File: config.mk
export PLATFORM = sky130hd
export DESIGN_NAME = xxhash32_stream_hasher_top
export DESIGN_NICKNAME = d
export VERILOG_FILES = /design/src/design/xxh32_pkg.sv /design/src/design/xxhash32_stream_hasher_top.sv
export SDC_FILE = /design/constraint.sdc
export NUM_CORES = 2
export LEC_CHECK = 0
export BUFFER_PORTS_ARGS = -buffer_cell sky130_fd_sc_hd__buf_2
export CAP_MARGIN = 5
export CORE_ASPECT_RATIO = 1.25
export CORE_UTILIZATION = 35
export CTS_CLUSTER_DIAMETER = 60
export DETAILED_ROUTE_END_ITERATION = 16
export GPL_TIMING_DRIVEN = 0
export HOLD_SLACK_MARGIN = 0.03
export SLEW_MARGIN = 0
export SYNTH_ARGS = -nofsm -noshare
export SYNTH_HDL_FRONTEND = slang
export SYNTH_SLANG_ARGS = --single-unit
File: constraint.sdc
create_clock -name clk -period 17.4 [get_ports clk]
set_input_delay 0 -clock clk [delete_from_list [all_inputs] [get_ports clk]]
set_output_delay 0 -clock clk [all_outputs]
set_load 0.05 [all_outputs]
File: src/design/xxh32_pkg.sv
// Package: xxHash32 primes, sequencer state type and rotate helper.
package xxh32_pkg;

    localparam logic [31:0] PRIME1 = 32'd2654435761;
    localparam logic [31:0] PRIME2 = 32'd2246822519;
    localparam logic [31:0] PRIME3 = 32'd3266489917;
    localparam logic [31:0] PRIME4 = 32'd668265263;
    localparam logic [31:0] PRIME5 = 32'd374761393;

    localparam int unsigned STRIPE_BYTES = 15 + 1;
    localparam int unsigned LANES        = STRIPE_BYTES / 4;
    localparam logic [2:0]  WORD_BYTES   = 3'd4;

    typedef enum logic [11:0] {
        S_IDLE   = 12'b0000_0000_0001,
        S_LANE_A = 12'b0000_0000_0010,
        S_LANE_B = 12'b0000_0000_0100,
        S_FIN    = 12'b0000_0000_1000,
        S_FOLD   = 12'b0000_0001_0000,
        S_WORD_A = 12'b0000_0010_0000,
        S_WORD_B = 12'b0000_0100_0000,
        S_BYTE_A = 12'b0000_1000_0000,
        S_BYTE_B = 12'b0001_0000_0000,
        S_AVAL_A = 12'b0010_0000_0000,
        S_AVAL_B = 12'b0100_0000_0000,
        S_DONE   = 12'b1000_0000_0000
    } state_t;

    // Rotate left by a constant amount between 1 and 31
    function automatic logic [31:0] rotl32(input logic [31:0] v, input int unsigned r);
        logic [31:0] res;
        res = (v << r) | (v >> (32 - r));
        return res;
    endfunction

endpackage

File: src/design/xxhash32_stream_hasher_top.sv
// Top level: xxHash32 stream hasher around one shared 32x32 multiplier.
//
//  channel   signals                                   direction  handshake
//  --------  ----------------------------------------  ---------  ----------------
//  input     data_word, word_bytes, last_item          in         in_valid/in_ready
//  result    hash_value                                out        out_valid/out_ready
//  config    seed_wr_data                              in         seed_wr_en
//
// A non-last word is buffered unless it completes a 16-byte stripe, which runs
// two multiplier passes for each of the four lanes. The last word then adds the
// finish step, the lane fold (when a stripe was seen), two passes per leftover
// word, two per leftover byte, two avalanche passes and the hand-over, all on the
// shared multiplier. in_ready is high only while the sequencer is idle.
// rst_n clears the sequencer, message counters and seed; the result register
// holds its word until out_ready, while the next message is already accepted.
module xxhash32_stream_hasher_top (
    input  logic        clk,
    input  logic        rst_n,
    input  logic        seed_wr_en,
    input  logic [31:0] seed_wr_data,
    input  logic        in_valid,
    output logic        in_ready,
    input  logic [31:0] data_word,
    input  logic [2:0]  word_bytes,
    input  logic        last_item,
    output logic        out_valid,
    input  logic        out_ready,
    output logic [31:0] hash_value
);

    xxh32_pkg::state_t state_reg;

    logic [31:0] seed_reg;
    logic [31:0] lane_acc_reg [xxh32_pkg::LANES];
    logic [31:0] word_buffer_reg [3];
    logic [1:0]  buffered_words_reg;
    logic [31:0] byte_total_reg;
    logic        stripe_seen_reg;
    logic        last_pend_reg;
    logic [31:0] word_reg;
    logic [1:0]  nb_reg;
    logic [1:0]  cnt_reg;
    logic [31:0] prod_reg;
    logic [31:0] h_reg;
    logic        out_valid_reg;
    logic [31:0] hash_reg;

    logic        accept;
    logic [2:0]  nb_clamp;
    logic [31:0] lane_word;
    logic [31:0] lane_cur;
    logic [31:0] buf_word;
    logic [7:0]  cur_byte;
    logic [31:0] mul_a;
    logic [31:0] mul_b;
    logic [31:0] mul_res;
    logic        out_free;

    assign accept    = in_valid && in_ready;
    assign in_ready  = (state_reg == xxh32_pkg::S_IDLE);
    assign out_valid = out_valid_reg;
    assign hash_value = hash_reg;
    assign out_free  = !out_valid_reg || out_ready;

    // Clamp the byte count of the last word to four
    assign nb_clamp = (word_bytes > xxh32_pkg::WORD_BYTES) ? xxh32_pkg::WORD_BYTES : word_bytes;

    // Select the operands seen by the sequencer step
    always_comb
    begin
        case (cnt_reg)
            2'd0:    buf_word = word_buffer_reg[0];
            2'd1:    buf_word = word_buffer_reg[1];
            2'd2:    buf_word = word_buffer_reg[2];
            default: buf_word = word_reg;
        endcase
        lane_word = buf_word;
        lane_cur  = lane_acc_reg[cnt_reg];
        case (cnt_reg)
            2'd0:    cur_byte = word_reg[7:0];
            2'd1:    cur_byte = word_reg[15:8];
            2'd2:    cur_byte = word_reg[23:16];
            default: cur_byte = word_reg[31:24];
        endcase
    end

    // Drive the shared multiplier
    always_comb
    begin
        mul_a = '0;
        mul_b = '0;
        case (state_reg)
            xxh32_pkg::S_LANE_A:
            begin
                mul_a = lane_word;
                mul_b = xxh32_pkg::PRIME2;
            end
            xxh32_pkg::S_LANE_B:
            begin
                mul_a = xxh32_pkg::rotl32(lane_cur + prod_reg, 13);
                mul_b = xxh32_pkg::PRIME1;
            end
            xxh32_pkg::S_WORD_A:
            begin
                mul_a = buf_word;
                mul_b = xxh32_pkg::PRIME3;
            end
            xxh32_pkg::S_WORD_B:
            begin
                mul_a = xxh32_pkg::rotl32(h_reg + prod_reg, 17);
                mul_b = xxh32_pkg::PRIME4;
            end
            xxh32_pkg::S_BYTE_A:
            begin
                mul_a = {24'd0, cur_byte};
                mul_b = xxh32_pkg::PRIME5;
            end
            xxh32_pkg::S_BYTE_B:
            begin
                mul_a = xxh32_pkg::rotl32(h_reg + prod_reg, 11);
                mul_b = xxh32_pkg::PRIME1;
            end
            xxh32_pkg::S_AVAL_A:
            begin
                mul_a = h_reg ^ (h_reg >> 15);
                mul_b = xxh32_pkg::PRIME2;
            end
            xxh32_pkg::S_AVAL_B:
            begin
                mul_a = h_reg ^ (h_reg >> 13);
                mul_b = xxh32_pkg::PRIME3;
            end
            default:
            begin
                mul_a = '0;
                mul_b = '0;
            end
        endcase
    end

    assign mul_res = mul_a * mul_b;

    // Hold the seed register
    always_ff @(posedge clk or negedge rst_n)
    begin
        if (!rst_n)
        begin
            seed_reg <= '0;
        end
        else if (seed_wr_en)
        begin
            seed_reg <= seed_wr_data;
        end
    end

    // Raise the result flag at hand-over, drop it once taken
    always_ff @(posedge clk or negedge rst_n)
    begin
        if (!rst_n)
        begin
            out_valid_reg <= 1'b0;
        end
        else if (state_reg == xxh32_pkg::S_DONE && out_free)
        begin
            out_valid_reg <= 1'b1;
        end
        else if (out_ready)
        begin
            out_valid_reg <= 1'b0;
        end
    end

    // Sequencer and message control state
    always_ff @(posedge clk or negedge rst_n)
    begin
        if (!rst_n)
        begin
            state_reg          <= xxh32_pkg::S_IDLE;
            buffered_words_reg <= '0;
            byte_total_reg     <= '0;
            stripe_seen_reg    <= 1'b0;
            last_pend_reg      <= 1'b0;
            cnt_reg            <= '0;
        end
        else
        begin
            case (state_reg)
                xxh32_pkg::S_IDLE:
                begin
                    if (accept)
                    begin
                        cnt_reg       <= '0;
                        last_pend_reg <= last_item;
                        if (!last_item)
                        begin
                            byte_total_reg <= byte_total_reg + 32'd4;
                            if (buffered_words_reg == 2'd3)
                            begin
                                state_reg <= xxh32_pkg::S_LANE_A;
                            end
                            else
                            begin
                                buffered_words_reg <= buffered_words_reg + 2'd1;
                            end
                        end
                        else
                        begin
                            byte_total_reg <= byte_total_reg + {29'd0, nb_clamp};
                            if (nb_clamp == xxh32_pkg::WORD_BYTES)
                            begin
                                if (buffered_words_reg == 2'd3)
                                begin
                                    state_reg <= xxh32_pkg::S_LANE_A;
                                end
                                else
                                begin
                                    buffered_words_reg <= buffered_words_reg + 2'd1;
                                    state_reg          <= xxh32_pkg::S_FIN;
                                end
                            end
                            else
                            begin
                                state_reg <= xxh32_pkg::S_FIN;
                            end
                        end
                    end
                end
                xxh32_pkg::S_LANE_A:
                begin
                    state_reg <= xxh32_pkg::S_LANE_B;
                end
                xxh32_pkg::S_LANE_B:
                begin
                    cnt_reg <= cnt_reg + 2'd1;
                    if (cnt_reg == 2'd3)
                    begin
                        buffered_words_reg <= '0;
                        stripe_seen_reg    <= 1'b1;
                        state_reg <= last_pend_reg ? xxh32_pkg::S_FIN : xxh32_pkg::S_IDLE;
                    end
                    else
                    begin
                        state_reg <= xxh32_pkg::S_LANE_A;
                    end
                end
                xxh32_pkg::S_FIN:
                begin
                    cnt_reg <= '0;
                    if (stripe_seen_reg)
                    begin
                        state_reg <= xxh32_pkg::S_FOLD;
                    end
                    else if (buffered_words_reg != 2'd0)
                    begin
                        state_reg <= xxh32_pkg::S_WORD_A;
                    end
                    else if (nb_reg != 2'd0)
                    begin
                        state_reg <= xxh32_pkg::S_BYTE_A;
                    end
                    else
                    begin
                        state_reg <= xxh32_pkg::S_AVAL_A;
                    end
                end
                xxh32_pkg::S_FOLD:
                begin
                    cnt_reg <= cnt_reg + 2'd1;
                    if (cnt_reg == 2'd3)
                    begin
                        if (buffered_words_reg != 2'd0)
                        begin
                            state_reg <= xxh32_pkg::S_WORD_A;
                        end
                        else if (nb_reg != 2'd0)
                        begin
                            state_reg <= xxh32_pkg::S_BYTE_A;
                        end
                        else
                        begin
                            state_reg <= xxh32_pkg::S_AVAL_A;
                        end
                    end
                end
                xxh32_pkg::S_WORD_A:
                begin
                    state_reg <= xxh32_pkg::S_WORD_B;
                end
                xxh32_pkg::S_WORD_B:
                begin
                    if (cnt_reg == buffered_words_reg - 2'd1)
                    begin
                        cnt_reg <= '0;
                        state_reg <= (nb_reg != 2'd0) ? xxh32_pkg::S_BYTE_A
                                                      : xxh32_pkg::S_AVAL_A;
                    end
                    else
                    begin
                        cnt_reg   <= cnt_reg + 2'd1;
                        state_reg <= xxh32_pkg::S_WORD_A;
                    end
                end
                xxh32_pkg::S_BYTE_A:
                begin
                    state_reg <= xxh32_pkg::S_BYTE_B;
                end
                xxh32_pkg::S_BYTE_B:
                begin
                    if (cnt_reg == nb_reg - 2'd1)
                    begin
                        cnt_reg   <= '0;
                        state_reg <= xxh32_pkg::S_AVAL_A;
                    end
                    else
                    begin
                        cnt_reg   <= cnt_reg + 2'd1;
                        state_reg <= xxh32_pkg::S_BYTE_A;
                    end
                end
                xxh32_pkg::S_AVAL_A:
                begin
                    state_reg <= xxh32_pkg::S_AVAL_B;
                end
                xxh32_pkg::S_AVAL_B:
                begin
                    state_reg <= xxh32_pkg::S_DONE;
                end
                xxh32_pkg::S_DONE:
                begin
                    // Hand over the hash and restart the message
                    if (out_free)
                    begin
                        buffered_words_reg <= '0;
                        byte_total_reg     <= '0;
                        stripe_seen_reg    <= 1'b0;
                        last_pend_reg      <= 1'b0;
                        state_reg          <= xxh32_pkg::S_IDLE;
                    end
                end
                default:
                begin
                    state_reg <= xxh32_pkg::S_IDLE;
                end
            endcase
        end
    end

    // Datapath registers: buffer, lanes, product and running hash
    always_ff @(posedge clk)
    begin
        case (state_reg)
            xxh32_pkg::S_IDLE:
            begin
                if (accept)
                begin
                    word_reg <= data_word;
                    nb_reg   <= (nb_clamp == xxh32_pkg::WORD_BYTES) ? 2'd0 : nb_clamp[1:0];
                    if (buffered_words_reg != 2'd3
                        && (!last_item || nb_clamp == xxh32_pkg::WORD_BYTES))
                    begin
                        word_buffer_reg[buffered_words_reg] <= data_word;
                    end
                    // Load the lanes from the seed at the first stripe
                    if (buffered_words_reg == 2'd3 && !stripe_seen_reg
                        && (!last_item || nb_clamp == xxh32_pkg::WORD_BYTES))
                    begin
                        lane_acc_reg[0] <= seed_reg + xxh32_pkg::PRIME1 + xxh32_pkg::PRIME2;
                        lane_acc_reg[1] <= seed_reg + xxh32_pkg::PRIME2;
                        lane_acc_reg[2] <= seed_reg;
                        lane_acc_reg[3] <= seed_reg - xxh32_pkg::PRIME1;
                    end
                end
            end
            xxh32_pkg::S_LANE_A, xxh32_pkg::S_WORD_A, xxh32_pkg::S_BYTE_A:
            begin
                prod_reg <= mul_res;
            end
            xxh32_pkg::S_LANE_B:
            begin
                lane_acc_reg[cnt_reg] <= mul_res;
            end
            xxh32_pkg::S_FIN:
            begin
                h_reg <= (stripe_seen_reg ? 32'd0 : seed_reg + xxh32_pkg::PRIME5)
                         + byte_total_reg;
            end
            xxh32_pkg::S_FOLD:
            begin
                case (cnt_reg)
                    2'd0:    h_reg <= h_reg + xxh32_pkg::rotl32(lane_cur, 1);
                    2'd1:    h_reg <= h_reg + xxh32_pkg::rotl32(lane_cur, 7);
                    2'd2:    h_reg <= h_reg + xxh32_pkg::rotl32(lane_cur, 12);
                    default: h_reg <= h_reg + xxh32_pkg::rotl32(lane_cur, 18);
                endcase
            end
            xxh32_pkg::S_WORD_B, xxh32_pkg::S_BYTE_B,
            xxh32_pkg::S_AVAL_A, xxh32_pkg::S_AVAL_B:
            begin
                h_reg <= mul_res;
            end
            xxh32_pkg::S_DONE:
            begin
                if (out_free)
                begin
                    hash_reg <= h_reg ^ (h_reg >> 16);
                end
            end
            default:
            begin
                prod_reg <= prod_reg;
            end
        endcase
    end

    // Closing the fourth lane round marks the stripe as absorbed
    a_stripe_mark: assert property (@(posedge clk) disable iff (!rst_n)
        (state_reg == xxh32_pkg::S_LANE_B && cnt_reg == 2'd3) |=> stripe_seen_reg)
        else $error("stripe not marked after last lane round");

    // Leftover word mixing never runs past the buffered count
    a_word_range: assert property (@(posedge clk) disable iff (!rst_n)
        (state_reg == xxh32_pkg::S_WORD_A) |-> (cnt_reg < buffered_words_reg))
        else $error("word mix index beyond buffered words");

    // Leftover byte mixing never runs past the loose byte count
    a_byte_range: assert property (@(posedge clk) disable iff (!rst_n)
        (state_reg == xxh32_pkg::S_BYTE_A) |-> (cnt_reg < nb_reg))
        else $error("byte mix index beyond loose bytes");

    // Handing over a hash restarts the message state
    a_restart: assert property (@(posedge clk) disable iff (!rst_n)
        (state_reg == xxh32_pkg::S_DONE && out_free)
        |=> (out_valid_reg && buffered_words_reg == 2'd0 && !stripe_seen_reg
             && byte_total_reg == 32'd0))
        else $error("message state not cleared at hash hand-over");

endmodule
; ---- After elaboration in Yosys (flattened, before gate mapping)
; Memories as Yosys holds them, arrays and structs flattened.
; Index checks and enable logic that the tools add are counted.
; Widths: inputs -> output; s select.
[word_totals]
mem_count = 2
word_cells = 163
ram_bits = 224
latchBits = 0
ff_bits = 213
rom_bits = 0
[memory_table]
columns = name, depth, word_bits, read_ports, rd_clocked_by_memory_dff, wr, line
row1 = lane_acc_reg, 4, 32, 1, 0, 4, xxhash32_stream_hasher_top.sv:34  ; logic [31:0] lane_acc_reg [xxh32_pkg::LANES];
row2 = word_buffer_reg, 3, 32, 3, 0, 1, xxhash32_stream_hasher_top.sv:35  ; logic [31:0] word_buffer_reg [3];
[op_classes]
magnitude_cmp = 1
reduce_logical = 34
shift = 0
n_mul = 1
n_mux = 58
eq_ne = 26
bitwise = 10
add_sub_neg = 18
n_div = 0
[op_table]
columns = op, n
row1 = $pmux 32 s3, 3
row2 = $add 32x32->32, 7
row3 = $pmux 32 s7, 1
row4 = $mux 32, 5
row5 = $pmux 32 s5, 1
row6 = $pmux 12 s12, 1
row7 = $mux 12, 9
row8 = $add 32x32->32 const B, 3
row9 = $pmux 32 s2, 1
row10 = $add 32x29->32 const B, 1
row11 = $add 32x3->32, 1
row12 = $add 32x3->32 const B, 1
row13 = $mul 32x32->32, 1
row14 = $or 32x1->32, 1
row15 = $or 32x11->32, 1
row16 = $or 32x12->32, 1
row17 = $or 32x13->32, 1
row18 = $or 32x17->32, 1
row19 = $or 32x18->32, 1
row20 = $or 32x7->32, 1
row21 = $reduce_or 32->1, 1
row22 = $sub 32x32->32 const B, 1
row23 = $xor 32x16->32, 1
row24 = $xor 32x17->32, 1
row25 = 47 further kinds, 102

; ---- Longest topological paths before layout
[logic_depth]
ltp_word = 10
ltp_mapped = 53

; ---- Worst setup path before layout
; No wires, ideal clock.
[synth_timing]
path_kind = register to register
startpoint = reg cnt_reg[0]
endpoint = mem lane_acc_reg[2][31] (data pin)
arrival_ns = 13.683
setup_slack_ns = 3.458
stages_incl_launch_ff = 49
n_path_buf = 4
period_less_slack_ns = 13.942
cell_sequence = dfrtp_1 clkbuf_1 clkbuf_1 buf_1 mux4_2 ha_1 o21ai_0 o21ai_0 a41oi_1 o221ai_1 o21a_1 a31oi_1 o21ai_0 a31oi_1 o21ai_0 xor2_1 a221oi_1 inv_1 [13 not listed] fa_1 xnor2_1 xnor2_1 xnor2_1 xnor2_1 xnor2_1 xnor2_1 xnor2_1 xnor3_1 xnor2_1 xnor3_1 xnor3_1 xnor2_1 xnor3_1 xnor2_1 xnor3_1 xnor3_2 mux2_2
[synth_lines]
columns = item, line
row1 = from (decl), xxhash32_stream_hasher_top.sv:42  ; logic [1:0] cnt_reg;
row2 = from (signal assigned), xxhash32_stream_hasher_top.sv:234  ; cnt_reg <= cnt_reg + 2'd1;
row3 = from (signal assigned), xxhash32_stream_hasher_top.sv:268  ; cnt_reg <= cnt_reg + 2'd1;
row4 = from (signal assigned), xxhash32_stream_hasher_top.sv:299  ; cnt_reg <= cnt_reg + 2'd1;
row5 = to (decl), xxhash32_stream_hasher_top.sv:34

; ---- Worst setup path in the final report
[layout_timing]
startpoint = reg cnt_reg[1]
endpoint = reg h_reg[31] (data pin)
[layout_via]
elab_chain_len = 6
word_cells_on_any_way = 20
classes_between = add/sub (5) / mul (1) / eq/ne (2) / mux (5) / bitwise (5) / reduce/logical (1) / memory (1)
[layout_rtl]
columns = item, line
row1 = $mem_v2 4x32, -
row2 = $add 32x32->32, xxhash32_stream_hasher_top.sv:100  ; mul_a = xxh32_pkg::rotl32(lane_cur + prod_reg, 13);
row3 = $or 32x13->32, xxh32_pkg.sv:32  ; res = (v << r) | (v >> (32 - r));
row4 = $pmux 32 s7 (*), xxhash32_stream_hasher_top.sv:92  ; case (state_reg)
row5 = $mul 32x32->32 (*), xxhash32_stream_hasher_top.sv:141  ; assign mul_res = mul_a * mul_b;
row6 = net mul_res[31], xxhash32_stream_hasher_top.sv:56  ; logic [31:0] mul_res;
row7 = $pmux 32 s3 (*), xxhash32_stream_hasher_top.sv:351  ; case (state_reg)
row8 = to (signal assigned), xxhash32_stream_hasher_top.sv:384  ; h_reg <= (stripe_seen_reg ? 32'd0 : seed_reg + xxh32_pkg::PRIME5)
row9 = to (signal assigned), xxhash32_stream_hasher_top.sv:390  ; 2'd0: h_reg <= h_reg + xxh32_pkg::rotl32(lane_cur, 1);
row10 = to (signal assigned), xxhash32_stream_hasher_top.sv:391  ; 2'd1: h_reg <= h_reg + xxh32_pkg::rotl32(lane_cur, 7);
row11 = to (decl), xxhash32_stream_hasher_top.sv:44  ; logic [31:0] h_reg;
; Mark *: on every way through the listed nets, which the timed path passes. The rest lies on a longest branch.
; A chain may end at the register's enable or synchronous reset.

==> results.txt <==
- The run finished, with violations left.
- The final reports fail on max-capacitance violations, max-slew violations.
- For this run, the register share of the synthesized area comes to 0.302.
- The number of nets in the synthesized netlist is 5019.
* Antenna viol nets, final: 0
* Tot GR Track Use: 0.283
- Hold depth: 4
- The worst setup path is captured at a register.
* Final setup violation count: 0
- Die Outline Area: 122000 sq um
* Cell type with the largest total area after synthesis: sky130_fd_sc_hd__edfxtp_1
* Critical path arrival: 16.94 ns
- The internal portion of the total power is 4.02 mW.
- The count of final max-slew check failures is 18.
* Syn Inst Count: 4267
- PwrDens: 187 nW/um^2
* First drt pass iteration count: 7
- Via count of the routed design: 34988
- Clock net sink count: 437
* End of the worst register-to-register path: h_reg[31]
* Number of stages on the worst setup path: 49
- Relative slew margins: -0.0521
- The synthesized design contains 354 enable-type register cells.
- The final layout contains 5282 nets.
- Count of maximum capacitance violations: 3
- In this run the core area contains 141 standard-cell rows.
- After synthesis the netlist holds a flip-flop and latch count of 437.
* Cell leakage power: 20.6 nW
- By startpoint and endpoint, the worst setup path is classified as register to register.
- Counting along the longest clock path gives a buffer depth of 3.
- Number of global-route vias before repair: 35185
- Hold is met by 0.125 ns.
- From left edge to right edge, the die measures 312 um.
- In the routed layout, each cell is associated on average with a via count of 5.70.
- The register with the most flip-flops in the layout has 128 of them.
- Overall overflow remaining after global route: 0
- In the synthesized netlist the dominant register cell turns out to be sky130_fd_sc_hd__edfxtp_1.
* Total Power Consumption: 8.89 mW
* Switching power: 4.87 mW
- Setup repair after global routing left no endpoint under its margin.
* Clock Power Share: 0.119
* Global-route wire length before repair: 248000 um
- Critical-path cell with the highest stage delay: sky130_fd_sc_hd__clkbuf_1
- For this configuration, the core starts out at a cell density of 0.354.
- Final Skew: 0.0467 ns
- The path with the worst hold slack has its endpoint at seed_reg[1].
* Die Y: 390 um
- Of the available clock period, the critical path in the final layout requires 0.956.
- Number of DRC violations after detailed routing: 0
* Synth top area cells: sky130_fd_sc_hd__edfxtp_1 25%, sky130_fd_sc_hd__fa_1 20%, sky130_fd_sc_hd__ha_1 8.0%
- Total standard cell area after synthesis: 42100 sq um
* Required time at the worst-slack endpoint: 17.70 ns
- The number of antenna violations at the first check in global routing came to 6.
- Clock-pin slew was measured on the worst setup and hold paths at 0.06 ns.
* Max H-tree Level: 2
- Number of primary I/O pins: 107
- TritonCTS built the clock tree.
* # port buffers: 105
- VDD sags by at most 0.000240 V.
- The share of total power dissipated in sequential elements is 0.179.
* Source-to-sink clock delay at the later pin of the worst-skew pair: 0.63 ns
* Crit path largest cell delay: 0.65 ns
- For the pin with the worst max-slew slack, the measured transition is 1.57 ns.
- Reg2Reg Depth: 49
- In the final layout, the share of cells above drive strength 1 is 0.0727.
* CP max FO: 10
* Time the final worst path needs with I/O delays and setup: 16.64 ns
- The tree is rooted in a sky130_fd_sc_hd__clkbuf_16.
- Once the clock tree was built, the setup fixing pass inserted 0 buffers.
- Number of hold violations in the final report: 0
- Share of flip-flops with an asynchronous set or reset: 0.190
- Together, buffers and inverters on the worst path number 8.
- Syn Area/Cell: 9.86 sq um
* Final wirelength: 173000 um
- R2R Setup Slk: 0.76 ns
- Startpoint kind of the worst setup timing path: register
- Switching fraction of total power: 0.547
* Launch instance of the worst min-delay path: seed_wr_en
- Logic gate share of total power: 0.702
- WL/cell: 28.2 um
* Fraction of synthesized cell area taken by the top area cell type: 0.253
- In this run, CTS created clock tree buffers numbering 47.
- The worst register-to-register path begins at cnt_reg[1].
* Crit path top cell by count: sky130_fd_sc_hd__xnor2_1
- Adding up every negative setup slack in the final design gives 0 ns.
- After floorplanning, the core was sized to cover 119000 sq um.
- Yosys printed 0 warnings.
* Top Family by Delay on Critical Path: adder cells
* 1st-iter DRT viols: 4216
- At the end of routability-driven placement, the weighted congestion stood at 1.03.
- Number of distinct standard cells referenced by the synthesized netlist: 89
- Pin count of the biggest net entering global routing: 66
* FMAX: 60.1 MHz
- Relative to the synthesized area, the layout overhead comes to 12.7%.
- The HPWL after detailed placement is 141000 um.
* Type of the tightest min-delay check: input port to register
-- area by class of cell --
| cell class | instances | area [sq um] |
|---|---|---|
| Antenna cell | 3 | 7.51 |
| Sequential cell | 437 | 12700 |
| Timing Repair Buffer | 214 | 1720 |
| Clock buffer | 57 | 1230 |
| Buffer | 200 | 778 |
| Tap cell | 1573 | 1970 |
| Fill cell | 11854 | 71300 |
| Clock inverter | 27 | 339 |
| Multi-Input combinational cell | 3092 | 26700 |
| Inverter | 538 | 2020 |
-- worst register-to-register path: cells and delay by family (launching register included) --
kind	cells	cell delay, ns
buffers and inverters	8	2.56
AND/OR/NAND/NOR	3	0.71
flip-flops	1	0.54
multiplexers	1	0.56
XOR/XNOR	17	4.20
AO/OA/AOI/OAI	11	3.39
adder cells (fa/ha/maj)	9	4.34
-- metrics by stage --
| step | setup WS (ns) | std cells | utilization | cell area, sq um |
|---|---|---|---|---|
| global placement | -0.166 | 5945 | 0.375 | 44600 |
| floorplan | 3.46 | 4267 | - | 42100 |
| detailed placement | -0.286 | 5961 | 0.378 | 44900 |
| CTS | 0.148 | 6138 | 0.399 | 47400 |
| global route | 0.163 | 6138 | 0.400 | 47400 |
| finish | 0.763 | 6141 | 0.400 | 47400 |
-- metal layers --
layer  vias to the layer above  routed length (um)  GRT usage
met5                         -                  25          0
met4                         4               20100      0.266
met3                       585               12000     0.0354
met2                      1871               80100      0.463
met1                     17283               61200      0.320
li1                      15245                   -          -
-- cell usage after synthesis, types with 8 or more instances --
library cell,count
sky130_fd_sc_hd__o21a_1,19
sky130_fd_sc_hd__or3_1,31
sky130_fd_sc_hd__o21bai_1,16
sky130_fd_sc_hd__or2_2,20
sky130_fd_sc_hd__edfxtp_1,354
sky130_fd_sc_hd__xor2_1,131
sky130_fd_sc_hd__buf_1,35
sky130_fd_sc_hd__o211ai_1,13
sky130_fd_sc_hd__o21ai_0,250
sky130_fd_sc_hd__nand3_1,49
sky130_fd_sc_hd__nand3b_1,8
sky130_fd_sc_hd__nor2_1,430
sky130_fd_sc_hd__and2_1,23
sky130_fd_sc_hd__nand4_1,12
sky130_fd_sc_hd__o221ai_1,21
sky130_fd_sc_hd__ha_1,268
sky130_fd_sc_hd__a211oi_1,14
sky130_fd_sc_hd__mux2i_1,10
sky130_fd_sc_hd__a221o_1,32
sky130_fd_sc_hd__nor2b_1,19
sky130_fd_sc_hd__a31oi_1,21
sky130_fd_sc_hd__a221oi_1,14
sky130_fd_sc_hd__and3_1,25
sky130_fd_sc_hd__a21oi_1,255
sky130_fd_sc_hd__a22oi_1,49
sky130_fd_sc_hd__nor3_1,45
sky130_fd_sc_hd__mux4_2,32
sky130_fd_sc_hd__nand2_1,362
sky130_fd_sc_hd__nand2b_1,38
sky130_fd_sc_hd__dfrtp_1,82
sky130_fd_sc_hd__clkbuf_1,158
sky130_fd_sc_hd__o22ai_1,8
sky130_fd_sc_hd__inv_1,536
sky130_fd_sc_hd__a222oi_1,73
sky130_fd_sc_hd__xnor2_1,190
sky130_fd_sc_hd__a21boi_0,15
sky130_fd_sc_hd__mux2_2,28
sky130_fd_sc_hd__fa_1,411
sky130_fd_sc_hd__a21o_1,43
-- logic make-up after synthesis --
logic type / after synthesis / synth area share
AND/OR/NAND/NOR: 1096 / 0.116
buffers and inverters: 738 / 0.0661
AO/OA/AOI/OAI: 920 / 0.144
multiplexers: 70 / 0.0270
adder cells (fa/ha/maj): 679 / 0.275
flip-flops: 437 / 0.302
XOR/XNOR: 327 / 0.0701
-- cells in the final DEF (no fill, tap or decap), types with 49 or more instances in the layout --
cell type	count
sky130_fd_sc_hd__xor2_1	131
sky130_fd_sc_hd__nand2_1	361
sky130_fd_sc_hd__a21oi_1	254
sky130_fd_sc_hd__a22oi_1	49
sky130_fd_sc_hd__dlygate4sd3_1	93
sky130_fd_sc_hd__buf_2	110
sky130_fd_sc_hd__fa_1	411
sky130_fd_sc_hd__edfxtp_1	354
sky130_fd_sc_hd__a222oi_1	73
sky130_fd_sc_hd__nor2_1	430
sky130_fd_sc_hd__inv_1	536
sky130_fd_sc_hd__ha_1	268
sky130_fd_sc_hd__clkbuf_1	162
sky130_fd_sc_hd__o21ai_0	248
sky130_fd_sc_hd__dfrtp_1	82
sky130_fd_sc_hd__xnor2_1	190
-- worst max path at each step --
stage	start	endpoint	slack [ns]
global route	cnt_reg[0]	h_reg[31]	0.16
CTS	cnt_reg[0]	h_reg[31]	0.15
floorplan	cnt_reg[0]	lane_acc_reg[2][31]	3.46
global placement	cnt_reg[0]	h_reg[31]	-0.17
finish	cnt_reg[1]	h_reg[31]	0.76
detailed placement	cnt_reg[0]	h_reg[31]	-0.29
-- power groups by stage --
stage	registers, mW	clock network [mW]	logic (mW)
floorplan	1.54	0	3.51
global placement	1.61	0	5.96
detailed placement	1.61	0	5.98
CTS	1.59	1.06	6.09
global route	1.60	1.09	6.56
finish	1.59	1.05	6.24
-- repair_timing --
action / 4_1_cts / 5_1_grt
setup endpoints to repair: 5 / 15
endpoints found under the hold margin: 260 / 0
resized for setup: 5 / 13
cloned: 0 / 0
hold buffers: 93 / 0
Note: power is estimated with default switching activity, not from simulation.
